`src/hdl/rpa_pkg.sv`:
```
`timescale 1ns / 1ps
// ----------------------------------------------------------------------------
// Resource pool allocator package
// Shared widths, codes, beat formats and a ring pointer helper for the allocator.
// ----------------------------------------------------------------------------
package rpa_pkg;

    // Pool and beat geometry.
    localparam int POOL_SIZE      = 16;
    localparam int REQ_WIDTH      = 8;
    localparam int WAIT_DEPTH_DEF = 16;
    localparam int ITEM_W         = $clog2(POOL_SIZE);
    localparam int POOL_CNT_W     = $clog2(POOL_SIZE + 1);
    localparam int CFG_W          = 5;
    localparam int CFG_IDX_W      = 1;
    localparam int STATUS_W       = 3;
    localparam int STEP_W         = CFG_W - 1;

    // Configuration register indexes.
    localparam logic [CFG_IDX_W-1:0] CFG_KEEP_COUNT = 1'b0;
    localparam logic [CFG_IDX_W-1:0] CFG_WAIT_LIMIT = 1'b1;

    // Command codes.
    localparam logic CMD_GET     = 1'b0;
    localparam logic CMD_RECYCLE = 1'b1;

    // Result status codes.
    localparam logic [STATUS_W-1:0] ST_GRANTED = 3'd0;
    localparam logic [STATUS_W-1:0] ST_QUEUED  = 3'd1;
    localparam logic [STATUS_W-1:0] ST_REFUSED = 3'd2;
    localparam logic [STATUS_W-1:0] ST_HANDED  = 3'd3;
    localparam logic [STATUS_W-1:0] ST_KEPT    = 3'd4;
    localparam logic [STATUS_W-1:0] ST_FREED   = 3'd5;

    // Input beat.
    typedef struct packed {
        logic                 command;
        logic [REQ_WIDTH-1:0] requester_id;
        logic [ITEM_W-1:0]    item_index;
    } rpa_cmd_t;

    // Output beat.
    typedef struct packed {
        logic [STATUS_W-1:0]  status;
        logic [ITEM_W-1:0]    granted_item;
        logic [REQ_WIDTH-1:0] granted_requester;
    } rpa_rsp_t;

    // Configuration register file.
    typedef struct packed {
        logic [CFG_W-1:0] keep_count;
        logic [CFG_W-1:0] wait_limit;
    } rpa_cfg_t;

    // Access request to one of the item-index rings.
    typedef struct packed {
        logic              re;
        logic [ITEM_W-1:0] raddr;
        logic              we;
        logic [ITEM_W-1:0] waddr;
        logic [ITEM_W-1:0] wdata;
    } rpa_pool_port_t;

    // Advance a pointer of an item-index ring with wraparound.
    function automatic logic [ITEM_W-1:0] next_pool(input logic [ITEM_W-1:0] p);
        next_pool = (p == ITEM_W'(POOL_SIZE - 1)) ? '0 : p + 1'b1;
    endfunction

endpackage

```
`src/hdl/rpa_ring_ram.sv`:
```
`timescale 1ns / 1ps
// ----------------------------------------------------------------------------
// Ring storage RAM
// One write port and one registered read port. With INIT_ADDR set, an entry
// that was never written since reset reads back as its own address.
// ----------------------------------------------------------------------------
module rpa_ring_ram #(
    parameter int DEPTH     = 16,
    parameter int WIDTH     = 4,
    parameter int ADDR_W    = (DEPTH > 1) ? $clog2(DEPTH) : 1,
    parameter bit INIT_ADDR = 1'b0
) (
    input  logic              clk,
    input  logic              rst_n,
    input  logic              we,
    input  logic [ADDR_W-1:0] waddr,
    input  logic [WIDTH-1:0]  wdata,
    input  logic              re,
    input  logic [ADDR_W-1:0] raddr,
    output logic [WIDTH-1:0]  rdata
);

    logic [WIDTH-1:0] mem [DEPTH];
    logic [WIDTH-1:0] rdata_reg;

    // Storage array write.
    always_ff @(posedge clk)
    begin
        if (we)
        begin
            mem[waddr] <= wdata;
        end
    end

    generate
        if (INIT_ADDR)
        begin : g_init
            logic [DEPTH-1:0] written_reg;

            // One written flag per entry, cleared by reset.
            always_ff @(posedge clk or negedge rst_n)
            begin
                if (!rst_n)
                begin
                    written_reg <= '0;
                end
                else if (we)
                begin
                    written_reg[waddr] <= 1'b1;
                end
            end

            // Registered read; an unwritten entry returns its address.
            always_ff @(posedge clk)
            begin
                if (re)
                begin
                    rdata_reg <= written_reg[raddr] ? mem[raddr] : WIDTH'(raddr);
                end
            end
        end
        else
        begin : g_plain
            // Registered read.
            always_ff @(posedge clk)
            begin
                if (re)
                begin
                    rdata_reg <= mem[raddr];
                end
            end
        end
    endgenerate

    assign rdata = rdata_reg;

endmodule

```
`src/hdl/rpa_ctrl.sv`:
```
`timescale 1ns / 1ps
// ----------------------------------------------------------------------------
// Allocator sequencer
// Holds the ring pointers and counts, steps through each command and drives
// the ring RAMs, and keeps the output beat register.
// ----------------------------------------------------------------------------
module rpa_ctrl
    import rpa_pkg::*;
#(
    parameter int WAIT_DEPTH = WAIT_DEPTH_DEF,
    parameter int WAIT_AW    = (WAIT_DEPTH > 1) ? $clog2(WAIT_DEPTH) : 1
) (
    input  logic                 clk,
    input  logic                 rst_n,
    input  rpa_cfg_t             cfg,
    input  logic                 cmd_valid,
    output logic                 cmd_ready,
    input  rpa_cmd_t             cmd,
    output logic                 rsp_valid,
    input  logic                 rsp_ready,
    output rpa_rsp_t             rsp,
    output rpa_pool_port_t       free_port,
    input  logic [ITEM_W-1:0]    free_rdata,
    output rpa_pool_port_t       idle_port,
    input  logic [ITEM_W-1:0]    idle_rdata,
    output logic                 wait_we,
    output logic [WAIT_AW-1:0]   wait_waddr,
    output logic [REQ_WIDTH-1:0] wait_wdata,
    output logic                 wait_re,
    output logic [WAIT_AW-1:0]   wait_raddr,
    input  logic [REQ_WIDTH-1:0] wait_rdata
);

    localparam int WCNT_W = $clog2(WAIT_DEPTH + 1);
    localparam int CAP_W  = (WCNT_W > CFG_W) ? WCNT_W : CFG_W;

    localparam logic [2:0] S_IDLE      = 3'd0;
    localparam logic [2:0] S_DECIDE    = 3'd1;
    localparam logic [2:0] S_REFILL    = 3'd2;
    localparam logic [2:0] S_REFILL_WR = 3'd3;
    localparam logic [2:0] S_RESULT    = 3'd4;

    logic [2:0]            state_reg, state_next;
    rpa_cmd_t              cmd_reg, cmd_next;
    logic                  refilled_reg, refilled_next;
    logic [STEP_W-1:0]     moved_reg, moved_next;
    logic [STATUS_W-1:0]   res_status_reg, res_status_next;
    logic [ITEM_W-1:0]     free_head_reg, free_head_next;
    logic [ITEM_W-1:0]     free_tail_reg, free_tail_next;
    logic [POOL_CNT_W-1:0] free_count_reg, free_count_next;
    logic [ITEM_W-1:0]     idle_head_reg, idle_head_next;
    logic [ITEM_W-1:0]     idle_tail_reg, idle_tail_next;
    logic [POOL_CNT_W-1:0] idle_count_reg, idle_count_next;
    logic [WAIT_AW-1:0]    wait_head_reg, wait_head_next;
    logic [WAIT_AW-1:0]    wait_tail_reg, wait_tail_next;
    logic [WCNT_W-1:0]     wait_count_reg, wait_count_next;
    logic                  rsp_valid_reg, rsp_valid_next;
    rpa_rsp_t              rsp_reg, rsp_next;

    logic [STEP_W-1:0]     step;
    logic [CAP_W-1:0]      wait_cap;
    logic                  wait_full;
    logic                  idle_room;
    rpa_rsp_t              result;

    function automatic logic [WAIT_AW-1:0] next_wait(input logic [WAIT_AW-1:0] p);
        next_wait = (p == WAIT_AW'(WAIT_DEPTH - 1)) ? '0 : p + 1'b1;
    endfunction

    // Refill batch size, at least one index.
    always_comb
    begin
        step = cfg.keep_count[CFG_W-1:1];
        if (step == '0)
        begin
            step = STEP_W'(1);
        end
    end

    // Wait ring capacity is the smaller of the limit and the ring depth.
    assign wait_cap  = (CAP_W'(cfg.wait_limit) < CAP_W'(WAIT_DEPTH)) ?
                       CAP_W'(cfg.wait_limit) : CAP_W'(WAIT_DEPTH);
    assign wait_full = (CAP_W'(wait_count_reg) >= wait_cap);
    assign idle_room = (idle_count_reg < cfg.keep_count) &&
                       (idle_count_reg < POOL_CNT_W'(POOL_SIZE));

    // Result beat assembled from the decision and any ring read data.
    always_comb
    begin
        result.status            = res_status_reg;
        result.granted_item      = '0;
        result.granted_requester = '0;
        case (res_status_reg) inside
            ST_GRANTED:
            begin
                result.granted_item      = idle_rdata;
                result.granted_requester = cmd_reg.requester_id;
            end
            ST_HANDED:
            begin
                result.granted_item      = cmd_reg.item_index;
                result.granted_requester = wait_rdata;
            end
            ST_KEPT, ST_FREED:
            begin
                result.granted_item = cmd_reg.item_index;
            end
            default:
            begin
                result.granted_item = '0;
            end
        endcase
    end

    // Command sequencer.
    always_comb
    begin
        state_next      = state_reg;
        cmd_next        = cmd_reg;
        refilled_next   = refilled_reg;
        moved_next      = moved_reg;
        res_status_next = res_status_reg;
        free_head_next  = free_head_reg;
        free_tail_next  = free_tail_reg;
        free_count_next = free_count_reg;
        idle_head_next  = idle_head_reg;
        idle_tail_next  = idle_tail_reg;
        idle_count_next = idle_count_reg;
        wait_head_next  = wait_head_reg;
        wait_tail_next  = wait_tail_reg;
        wait_count_next = wait_count_reg;
        rsp_valid_next  = rsp_valid_reg && !rsp_ready;
        rsp_next        = rsp_reg;
        free_port       = '0;
        idle_port       = '0;
        wait_we         = 1'b0;
        wait_waddr      = wait_tail_reg;
        wait_wdata      = cmd_reg.requester_id;
        wait_re         = 1'b0;
        wait_raddr      = wait_head_reg;
        cmd_ready       = (state_reg == S_IDLE);

        unique case (state_reg)
            S_IDLE:
            begin
                if (cmd_valid)
                begin
                    cmd_next      = cmd;
                    refilled_next = 1'b0;
                    state_next    = S_DECIDE;
                end
            end

            S_DECIDE:
            begin
                state_next = S_RESULT;
                if (cmd_reg.command == CMD_GET)
                begin
                    if ((idle_count_reg == '0) && !refilled_reg)
                    begin
                        moved_next = '0;
                        state_next = S_REFILL;
                    end
                    else if (idle_count_reg != '0)
                    begin
                        idle_port.re    = 1'b1;
                        idle_port.raddr = idle_head_reg;
                        idle_head_next  = next_pool(idle_head_reg);
                        idle_count_next = idle_count_reg - 1'b1;
                        res_status_next = ST_GRANTED;
                    end
                    else if (wait_full)
                    begin
                        res_status_next = ST_REFUSED;
                    end
                    else
                    begin
                        wait_we         = 1'b1;
                        wait_tail_next  = next_wait(wait_tail_reg);
                        wait_count_next = wait_count_reg + 1'b1;
                        res_status_next = ST_QUEUED;
                    end
                end
                else
                begin
                    if (wait_count_reg != '0)
                    begin
                        wait_re         = 1'b1;
                        wait_head_next  = next_wait(wait_head_reg);
                        wait_count_next = wait_count_reg - 1'b1;
                        res_status_next = ST_HANDED;
                    end
                    else if (idle_room)
                    begin
                        idle_port.we    = 1'b1;
                        idle_port.waddr = idle_tail_reg;
                        idle_port.wdata = cmd_reg.item_index;
                        idle_tail_next  = next_pool(idle_tail_reg);
                        idle_count_next = idle_count_reg + 1'b1;
                        res_status_next = ST_KEPT;
                    end
                    else
                    begin
                        // A full free ring drops the index.
                        if (free_count_reg < POOL_CNT_W'(POOL_SIZE))
                        begin
                            free_port.we    = 1'b1;
                            free_port.waddr = free_tail_reg;
                            free_port.wdata = cmd_reg.item_index;
                            free_tail_next  = next_pool(free_tail_reg);
                            free_count_next = free_count_reg + 1'b1;
                        end
                        res_status_next = ST_FREED;
                    end
                end
            end

            S_REFILL:
            begin
                if ((moved_reg < step) && (free_count_reg != '0) &&
                    (idle_count_reg < POOL_CNT_W'(POOL_SIZE)))
                begin
                    free_port.re    = 1'b1;
                    free_port.raddr = free_head_reg;
                    free_head_next  = next_pool(free_head_reg);
                    free_count_next = free_count_reg - 1'b1;
                    state_next      = S_REFILL_WR;
                end
                else
                begin
                    refilled_next = 1'b1;
                    state_next    = S_DECIDE;
                end
            end

            S_REFILL_WR:
            begin
                idle_port.we    = 1'b1;
                idle_port.waddr = idle_tail_reg;
                idle_port.wdata = free_rdata;
                idle_tail_next  = next_pool(idle_tail_reg);
                idle_count_next = idle_count_reg + 1'b1;
                moved_next      = moved_reg + 1'b1;
                state_next      = S_REFILL;
            end

            S_RESULT:
            begin
                if (!rsp_valid_reg || rsp_ready)
                begin
                    rsp_next       = result;
                    rsp_valid_next = 1'b1;
                    state_next     = S_IDLE;
                end
            end

            default:
            begin
                state_next = S_IDLE;
            end
        endcase
    end

    // Control state.
    always_ff @(posedge clk or negedge rst_n)
    begin
        if (!rst_n)
        begin
            state_reg      <= S_IDLE;
            refilled_reg   <= 1'b0;
            moved_reg      <= '0;
            free_head_reg  <= '0;
            free_tail_reg  <= '0;
            free_count_reg <= POOL_CNT_W'(POOL_SIZE);
            idle_head_reg  <= '0;
            idle_tail_reg  <= '0;
            idle_count_reg <= '0;
            wait_head_reg  <= '0;
            wait_tail_reg  <= '0;
            wait_count_reg <= '0;
            rsp_valid_reg  <= 1'b0;
        end
        else
        begin
            state_reg      <= state_next;
            refilled_reg   <= refilled_next;
            moved_reg      <= moved_next;
            free_head_reg  <= free_head_next;
            free_tail_reg  <= free_tail_next;
            free_count_reg <= free_count_next;
            idle_head_reg  <= idle_head_next;
            idle_tail_reg  <= idle_tail_next;
            idle_count_reg <= idle_count_next;
            wait_head_reg  <= wait_head_next;
            wait_tail_reg  <= wait_tail_next;
            wait_count_reg <= wait_count_next;
            rsp_valid_reg  <= rsp_valid_next;
        end
    end

    // Payload registers.
    always_ff @(posedge clk)
    begin
        cmd_reg        <= cmd_next;
        res_status_reg <= res_status_next;
        rsp_reg        <= rsp_next;
    end

    assign rsp_valid = rsp_valid_reg;
    assign rsp       = rsp_reg;

endmodule

```
`src/hdl/resource_pool_allocator.sv`:
```
`timescale 1ns / 1ps
// ----------------------------------------------------------------------------
// Resource pool allocator
// Hands out item indices from a free ring through an idle ring, queues
// requesters when none are left, and routes recycled indices back.
// ----------------------------------------------------------------------------
// Commands are handled one at a time by a sequencer that reads, modifies and
// writes three ring RAMs (free, idle, waiting requesters), each with a
// registered read. A recycle, or a get that finds the idle ring non-empty,
// steps through a decide state and a result state that registers its result
// beat, then returns to idle, and only there can the next command be
// accepted. A new command is accepted even if the previous result has not
// been taken yet; it then waits in its last step until the output register
// frees up. A get that finds the idle ring empty first moves indices from the
// free ring, each by a free read step and an idle write step, and then decides
// again and registers its result. It moves at most max(1, keep_count/2)
// indices, and may move none when the free ring is empty. The free ring
// starts full of indices 0 to POOL_SIZE-1 at reset without any clearing
// pass. Configuration writes are always accepted and must only be issued
// while the block is idle.
// ----------------------------------------------------------------------------
module resource_pool_allocator
    import rpa_pkg::*;
#(
    parameter int WAIT_DEPTH = WAIT_DEPTH_DEF
) (
    input  logic                 clk,
    input  logic                 rst_n,
    input  logic                 cmd_valid,
    output logic                 cmd_ready,
    input  rpa_cmd_t             cmd,
    output logic                 rsp_valid,
    input  logic                 rsp_ready,
    output rpa_rsp_t             rsp,
    input  logic                 cfg_valid,
    output logic                 cfg_ready,
    input  logic [CFG_IDX_W-1:0] cfg_index,
    input  logic [CFG_W-1:0]     cfg_data
);

    localparam int WAIT_AW = (WAIT_DEPTH > 1) ? $clog2(WAIT_DEPTH) : 1;

    rpa_cfg_t             cfg_reg, cfg_next;
    rpa_pool_port_t       free_port;
    rpa_pool_port_t       idle_port;
    logic [ITEM_W-1:0]    free_rdata;
    logic [ITEM_W-1:0]    idle_rdata;
    logic                 wait_we;
    logic [WAIT_AW-1:0]   wait_waddr;
    logic [REQ_WIDTH-1:0] wait_wdata;
    logic                 wait_re;
    logic [WAIT_AW-1:0]   wait_raddr;
    logic [REQ_WIDTH-1:0] wait_rdata;

    // Configuration register write decode.
    assign cfg_ready = 1'b1;

    always_comb
    begin
        cfg_next = cfg_reg;
        if (cfg_valid)
        begin
            unique case (cfg_index)
                CFG_KEEP_COUNT: cfg_next.keep_count = cfg_data;
                CFG_WAIT_LIMIT: cfg_next.wait_limit = cfg_data;
                default:        cfg_next = cfg_reg;
            endcase
        end
    end

    always_ff @(posedge clk or negedge rst_n)
    begin
        if (!rst_n)
        begin
            cfg_reg.keep_count <= CFG_W'(4);
            cfg_reg.wait_limit <= '0;
        end
        else
        begin
            cfg_reg <= cfg_next;
        end
    end

    // Sequencer.
    rpa_ctrl #(
        .WAIT_DEPTH (WAIT_DEPTH),
        .WAIT_AW    (WAIT_AW)
    ) u_ctrl (
        .clk        (clk),
        .rst_n      (rst_n),
        .cfg        (cfg_reg),
        .cmd_valid  (cmd_valid),
        .cmd_ready  (cmd_ready),
        .cmd        (cmd),
        .rsp_valid  (rsp_valid),
        .rsp_ready  (rsp_ready),
        .rsp        (rsp),
        .free_port  (free_port),
        .free_rdata (free_rdata),
        .idle_port  (idle_port),
        .idle_rdata (idle_rdata),
        .wait_we    (wait_we),
        .wait_waddr (wait_waddr),
        .wait_wdata (wait_wdata),
        .wait_re    (wait_re),
        .wait_raddr (wait_raddr),
        .wait_rdata (wait_rdata)
    );

    // Free ring, preloaded with every index in order.
    rpa_ring_ram #(
        .DEPTH     (POOL_SIZE),
        .WIDTH     (ITEM_W),
        .ADDR_W    (ITEM_W),
        .INIT_ADDR (1'b1)
    ) u_free_ram (
        .clk   (clk),
        .rst_n (rst_n),
        .we    (free_port.we),
        .waddr (free_port.waddr),
        .wdata (free_port.wdata),
        .re    (free_port.re),
        .raddr (free_port.raddr),
        .rdata (free_rdata)
    );

    // Idle ring.
    rpa_ring_ram #(
        .DEPTH     (POOL_SIZE),
        .WIDTH     (ITEM_W),
        .ADDR_W    (ITEM_W),
        .INIT_ADDR (1'b0)
    ) u_idle_ram (
        .clk   (clk),
        .rst_n (rst_n),
        .we    (idle_port.we),
        .waddr (idle_port.waddr),
        .wdata (idle_port.wdata),
        .re    (idle_port.re),
        .raddr (idle_port.raddr),
        .rdata (idle_rdata)
    );

    // Waiting requester ring.
    rpa_ring_ram #(
        .DEPTH     (WAIT_DEPTH),
        .WIDTH     (REQ_WIDTH),
        .ADDR_W    (WAIT_AW),
        .INIT_ADDR (1'b0)
    ) u_wait_ram (
        .clk   (clk),
        .rst_n (rst_n),
        .we    (wait_we),
        .waddr (wait_waddr),
        .wdata (wait_wdata),
        .re    (wait_re),
        .raddr (wait_raddr),
        .rdata (wait_rdata)
    );

endmodule
```
`config.mk`:
```
export PLATFORM = sky130hd
export DESIGN_NAME = resource_pool_allocator
export DESIGN_NICKNAME = d
export VERILOG_FILES = /design/src/hdl/rpa_pkg.sv /design/src/hdl/rpa_ring_ram.sv /design/src/hdl/rpa_ctrl.sv /design/src/hdl/resource_pool_allocator.sv
export SDC_FILE = /design/constraint.sdc
export NUM_CORES = 1
export LEC_CHECK = 0
export BUFFER_PORTS_ARGS = -buffer_cell sky130_fd_sc_hd__buf_2
export CAP_MARGIN = 15
export CORE_MARGIN = 2
export CORE_UTILIZATION = 35
export CTS_CLUSTER_SIZE = 20
export DETAILED_ROUTE_END_ITERATION = 16
export PLACE_DENSITY = 0.59
export SYNTH_ARGS = -nofsm -noshare
export SYNTH_HDL_FRONTEND = slang
export SYNTH_SLANG_ARGS = --single-unit
export TNS_END_PERCENT = 30
```
`constraint.sdc`:
```
create_clock -name clk -period 6.44 [get_ports clk]
set_input_delay 0.966 -clock clk [delete_from_list [all_inputs] [get_ports clk]]
set_output_delay 0.966 -clock clk [all_outputs]
set_load 0.01 [all_outputs]
```
== After elaboration in Yosys (flattened, before gate mapping) ==
Memories as Yosys holds them, arrays and structs flattened. A register that Yosys moved wholly into a read port is not among the register bits.
Index checks and enable logic that the tools add are counted.
Cells by class
  eq/ne operators: 32
  add/subtract/negate cells: 13
  multiply operators: 0
  reduce and logical (&&, ||, !) cells: 38
  multiplexer cells: 88
  shift operators: 0
  bitwise operators: 8
  div/mod/pow operators: 0
  order comparisons: 9
Operator list (number)
  $mux 5: 22
  $mux 9: 8
  $mux 4: 16
  $add 4x1->4 const B: 7
  $eq 4x4->1 const B: 6
  $mux 1: 21
  $mux 3: 7
  $pmux 5 s2: 2
  $reduce_and 5->1: 4
  $ne 2x1->1 const B: 9
  $pmux 9 s2: 1
  $mux 8: 2
  $or 16x16->16: 1
  $pmux 4 s2: 2
  $add 5x1->5 const B: 3
  $lt 5x5->1 const B: 3
  $pmux 3 s5: 1
  $reduce_bool 5->1: 3
  $sub 5x1->5 const B: 3
  $reduce_and 2->1: 7
  $ne 2x2->1 const B: 6
  $lt 4x5->1 const B: 2
  $eq 3x2->1 const B: 3
  $eq 3x3->1 const B: 3
  24 further kinds: 46
Storage, ports and cells
  memory bits (writable): 256
  register bits after elaboration: 109
  latch bits: 0
  bits in read-only memories: 0
  memories kept: 3
Memories
  u_wait_ram.mem: depth 16, width 8, rd ports 1, clocked after Yosys merged registers in 1, write ports 1, RTL line rpa_ring_ram.sv:23  | logic [WIDTH-1:0] mem [DEPTH];
  u_free_ram.mem: depth 16, width 4, rd ports 1, clocked after Yosys merged registers in 0, write ports 1, RTL line rpa_ring_ram.sv:23
  u_idle_ram.mem: depth 16, width 4, rd ports 1, clocked after Yosys merged registers in 1, write ports 1, RTL line rpa_ring_ram.sv:23

== Longest topological paths before layout ==
  depth in word-level cells: 11
  depth in mapped cells: 11
  depth with buffers taken out: 10

== By module ==
From an unflattened synthesis, not the netlist that was laid out.
Unflattened totals
  cells, all modules: 967
  area total of the unflattened synthesis: 16208.0 um^2
By module, submodules not included
  rpa_ring_ram at u_wait_ram: sequential area each 4083.9 um^2, times used 1, cells each 229, area an instance 5227.5 um^2
  rpa_ctrl: sequential area each 2133.3 um^2, times used 1, cells each 406, area an instance 4388.0 um^2
  rpa_ring_ram at u_free_ram: sequential area each 2442.3 um^2, times used 1, cells each 178, area an instance 3448.3 um^2
  rpa_ring_ram at u_idle_ram: sequential area each 2042.0 um^2, times used 1, cells each 130, area an instance 2706.3 um^2
  resource_pool_allocator: sequential area each 251.5 um^2, times used 1, cells each 24, area an instance 437.9 um^2

== Worst setup path after synthesis ==
No wires, ideal clock.
  path kind: reg2reg
  from: register u_ctrl.wait_count_reg[0]
  to: memory u_wait_ram.mem[10][0] (netlist bit), enable pin
  arrival: 2384 ps
  period minus slack after synthesis: 2754 ps
  required time: 6069 ps
  stages on the path, launching flop included: 10
  path slack: 3686 ps
  cells stage by stage: dfrtp_1 > inv_1 > ha_1 > nand2b_1 > a21o_1 > a21o_1 > a21o_1 > a211oi_2 > nand3b_1 > nor2_1
On the way
  longest elaborated chain between the ends: 8
Ends and longest elaborated chain
  start, declared: RTL line rpa_ctrl.sv:56  | logic [WCNT_W-1:0] wait_count_reg, wait_count_next;
  start signal, assigned: RTL line rpa_ctrl.sv:296  | wait_count_reg <= wait_count_next;
  $ge 5x5->1: RTL line rpa_ctrl.sv:83  | assign wait_full = (CAP_W'(wait_count_reg) >= wait_cap);
  $mux 1: RTL line rpa_ctrl.sv:172  | else if (wait_full)
  $mux 1: RTL line rpa_ctrl.sv:164  | else if (idle_count_reg != '0)
  $mux 1: RTL line rpa_ctrl.sv:159  | if ((idle_count_reg == '0) && !refilled_reg)
  $mux 1: RTL line rpa_ctrl.sv:157  | if (cmd_reg.command == CMD_GET)
  $mux 1: RTL line rpa_ctrl.sv:143  | unique case (state_reg)
  $mux 1: RTL line rpa_ring_ram.sv:29  | if (we)
  $mux 1 (implied by the code): RTL line rpa_ring_ram.sv:31  | mem[waddr] <= wdata;
  end, declared: RTL line rpa_ring_ram.sv:23
No other way between the ends.

== Worst setup path after layout ==
  from: register u_ctrl.idle_count_reg[0]
  to: memory u_wait_ram.mem[8][2] (netlist bit), enable pin
On the way
  longest elaborated chain between the ends: 7
  elaborated cells between the ends (all ways): 9
  classes of those cells: mux: 6; reduce/logical: 3
Ends and longest elaborated chain
  start, declared: RTL line rpa_ctrl.sv:53  | logic [POOL_CNT_W-1:0] idle_count_reg, idle_count_next;
  start signal, assigned: RTL line rpa_ctrl.sv:293  | idle_count_reg <= idle_count_next;
  $reduce_bool 5->1 or $logic_not 5->1 (tied branches): RTL line rpa_ctrl.sv:164, rpa_ctrl.sv:159
  $mux 1 or $logic_and 1x1->1 (tied branches): RTL line rpa_ctrl.sv:164, rpa_ctrl.sv:159
  $mux 1 (*): RTL line rpa_ctrl.sv:159
  $mux 1 (*): RTL line rpa_ctrl.sv:157
  $mux 1 (*): RTL line rpa_ctrl.sv:143
  $mux 1 (*): RTL line rpa_ring_ram.sv:29
  $mux 1 (implied by the code) (*): RTL line rpa_ring_ram.sv:31
Mark *: on every way between the ends. The rest lies on a longest branch, timed or not.

==> metrics.yaml <==
status: "complete, no violations"
final_area_um2: 18150
wire_per_inst_um: 19.45
drc: 0
cts_num_sinks: 377
rsz0062_at_grt: "no"
htreeDepth: 2
path_max_fanout: 10
fp.dieW_um: 218.5
cts_resized: 0
synth_edf_count: 303
worst_slew_pin_slew_ns: 1.083
hold_violations: 0
ioPinCount: 42
cp.arrival_ns: 3.51
vias: 9069
drv_cap: 0
yosys_warnings: 0
path_clk_slew_ns: 0.06
ys_seq_area_share_pct: 68.04
ant_nets: 0
firstDrtPassIters: 5
synthFlopType: "edfxtp_1"
relSlewSlack_pct: 27.51
antenna_found_initial: 6
wl_met1_um: 15620
synth_cell_type_count: 70
grt_use_total_pct: 14.63
via_per_inst: 5.170
largest_reg_flops: 128
clock_latency_ns: 0.56
max_clock_freq_ghz: 0.3010
worst_r2r_path_depth: 8
numCtsBuffers: 40
nFillCells: 4140
floorplan.initialDensity_pct: 35.47
die_h_um: 218.5
dieArea_um2: 47720
period_needed_ns: 3.322
grt_start_max_net_pins: 75
core-area_um2: 45380
cts-root-buf: "clkbuf_16"
yosys.area.top_type: "edfxtp_1"
syn_avg_cell_area_um2: 14.88
maxUsedRoutingLayer: "met5"
setup_viol: 0
postPlaceCellArea_um2: 16900
first_global_vias: 9106
hp-class: "reg -> reg"
r2r-start: "u_ctrl.idle_count_reg[0]"
end_kind: "flop"
fin_crit_sh_pct: 51.58
worstSetupStartpointType: "flop"
wl_met2_um: 15610
regMostFlops: "u_wait_ram.mem"
clock_skew_ns: 0.03457
synth.area.top_cells: "edfxtp_1, dfrtp_1, mux4_2"
clockBufferDepth: 3
hp-start: "u_free_ram.g_init.written_reg[6]"
synthToLayoutAreaGrowth_pct: 12.75
fin_setup_tns_ns: 0
yosysTopAreaCellShare_pct: 56.52
rrSetupSlack_ns: 3.12
final_layout_size_suffix_gt1_share_pct: 17.38
syn_nets: 1138
r2r_end: "u_wait_ram.mem[8][2]"
power_leakage_nw: 6.344
ir_drop_v: 0.0001958
gp_congestion: 0.7991
ys_async_sr_fraction_pct: 19.63
synthCells: 1082
preCtsSetupSlack_ns: 3.159
drt-initial-drc-count: 702
grt_first_pass_wirelength_um: 53540
critical_path_class: "reg -> reg"
ctsHoldBuffers: 0
postCtsSetupBuffers: 0
hold_path_end: "u_free_ram.g_init.written_reg[6]"
nets: 1178
rows: 78
required_ns: 6.62
wirelength_um: 34120
slew_violations: 0
layout_setup_ws_ns: 3.118
dp_hpwl_um: 23000
top_regs: "u_wait_ram.mem: 128 flops, u_free_ram.mem: 64 flops, u_idle_ram.mem: 64 flops"
power.density_nw_per_um2: 377.4
cts_tree: "done"
met3_length_um: 2027
gr-total-overflow: 0
hold_path_depth: 1
syn_area_um2: 16100
synth-seq-cells: 377
portBuffers: 40
## synth_stat cells (13+ instances only)
library cell / number
a22oi_1: 20
nand2_1: 60
dfrtp_1: 72
a21oi_1: 32
mux2_2: 48
o21ai_0: 48
mux2i_1: 36
nand2b_1: 13
xnor2_1: 13
edfxtp_1: 303
nand3_1: 14
inv_1: 37
clkbuf_1: 25
and2_1: 22
a221oi_1: 15
mux4_2: 29
ha_1: 30
nor3_1: 23
nor2_1: 64
## worst max-delay path, stage by stage, from the launching register on
cell and delay, ns:
dfrtp_1 0.44, inv_1 0.08, ha_1 0.19, nor4b_2 0.44, and2_1 0.27, nand3_1 0.12, a211oi_2 0.60, nand3b_1 0.25
nor2_1 0.55
## report_power, final
group / total, mW / switching [mW] / internal (mW)
Combinational: 1.47 / 0.845 / 0.629
Clock: 2.18 / 0.930 / 1.25
Sequential: 3.19 / 0.299 / 2.89
Total: 6.85 / 2.07 / 4.78
## per-layer routing
layer / vias up / GRT usage (%)
met2: 227 / 22.76
met4: 4 / 4.671
met1: 4529 / 20.06
met3: 59 / 3.674
li1: 4250 / -
met5: - / 0
## cells by family (layout without fill, tap and decap cells)
family / count (synthesis) / after routing / share of synthesized area [%]
mux: 113 / 113 / 9.653
simple gates: 239 / 239 / 7.431
fa+ha+maj: 32 / 32 / 2.580
compound gates: 214 / 214 / 9.094
buf+inv: 87 / 156 / 2.145
other cells: 1 / 4 / 0.02329
flops: 377 / 377 / 68.04
xor+xnor: 19 / 19 / 1.034
## how the worst max path moves through the flow
| stage | cells past startpoint | to | slack (ns) | startpoint |
|---|---|---|---|---|
| after global placement | 8 | u_wait_ram.mem[8][2] | 3.22 | u_ctrl.idle_count_reg[0] |
| after CTS | 8 | u_wait_ram.mem[0][3] | 3.13 | u_ctrl.idle_count_reg[0] |
| after floorplan | 9 | u_wait_ram.mem[10][0] | 3.69 | u_ctrl.wait_count_reg[0] |
| after global routing | 8 | u_wait_ram.mem[8][1] | 2.85 | u_ctrl.idle_count_reg[1] |
| final | 8 | u_wait_ram.mem[8][2] | 3.12 | u_ctrl.idle_count_reg[0] |
| after detailed placement | 8 | u_wait_ram.mem[0][7] | 3.16 | u_ctrl.idle_count_reg[0] |
## cell usage in the layout (no fill, tap or decap), types with 4 or more instances in the layout
master and count:
nor2_1 64, o211ai_1 6, a21o_1 12, clkinv_1 9, mux2i_1 36, clkbuf_16 41, o31ai_1 4, nand2_1 60
o21ai_0 48, a311oi_1 4, nand3_1 14, inv_1 37, dfrtp_1 71, xor2_1 6, a22o_1 11, mux2_2 48
a22oi_1 20, mux4_2 29, a32o_1 4, nand2b_1 13, edfxtp_1 303, or2_2 5, o21bai_1 11, and2_1 22
buf_2 39, clkinv_2 5, a211oi_1 12, a31oi_1 11, ha_1 30, inv_6 4, xnor2_1 13, clkbuf_1 5
a221oi_1 15, nor4_1 4, buf_4 8, a21oi_1 32, nor3_1 23, o2111ai_1 5, nor2b_1 11
## through the flow
stage          utilization, %  power, mW  std cells  hold slack, ns
6_report                40.00      6.850       1754          0.4652
5_1_grt                 39.98      7.203       1751          0.4853
4_1_cts                 39.96      6.918       1750          0.4674
3_5_place_dp            37.23      4.720       1679          0.4534
3_3_place_gp            37.23      4.697       1679          0.4447
2_1_floorplan               -      4.244       1082          0.4244
## final cells by class
cell class	count	area (µm²)	share of cell area, %
Antenna cell	3	7.507	0.04136
Clock inverter	25	196.4	1.082
Sequential cell	377	10950	60.35
Inverter	38	142.6	0.7858
Multi-Input combinational cell	618	4800	26.44
Timing Repair Buffer	47	255.2	1.406
Tap cell	600	750.7	4.136
Clock buffer	46	1045	5.756
Power figures use the tool's default switching activity.
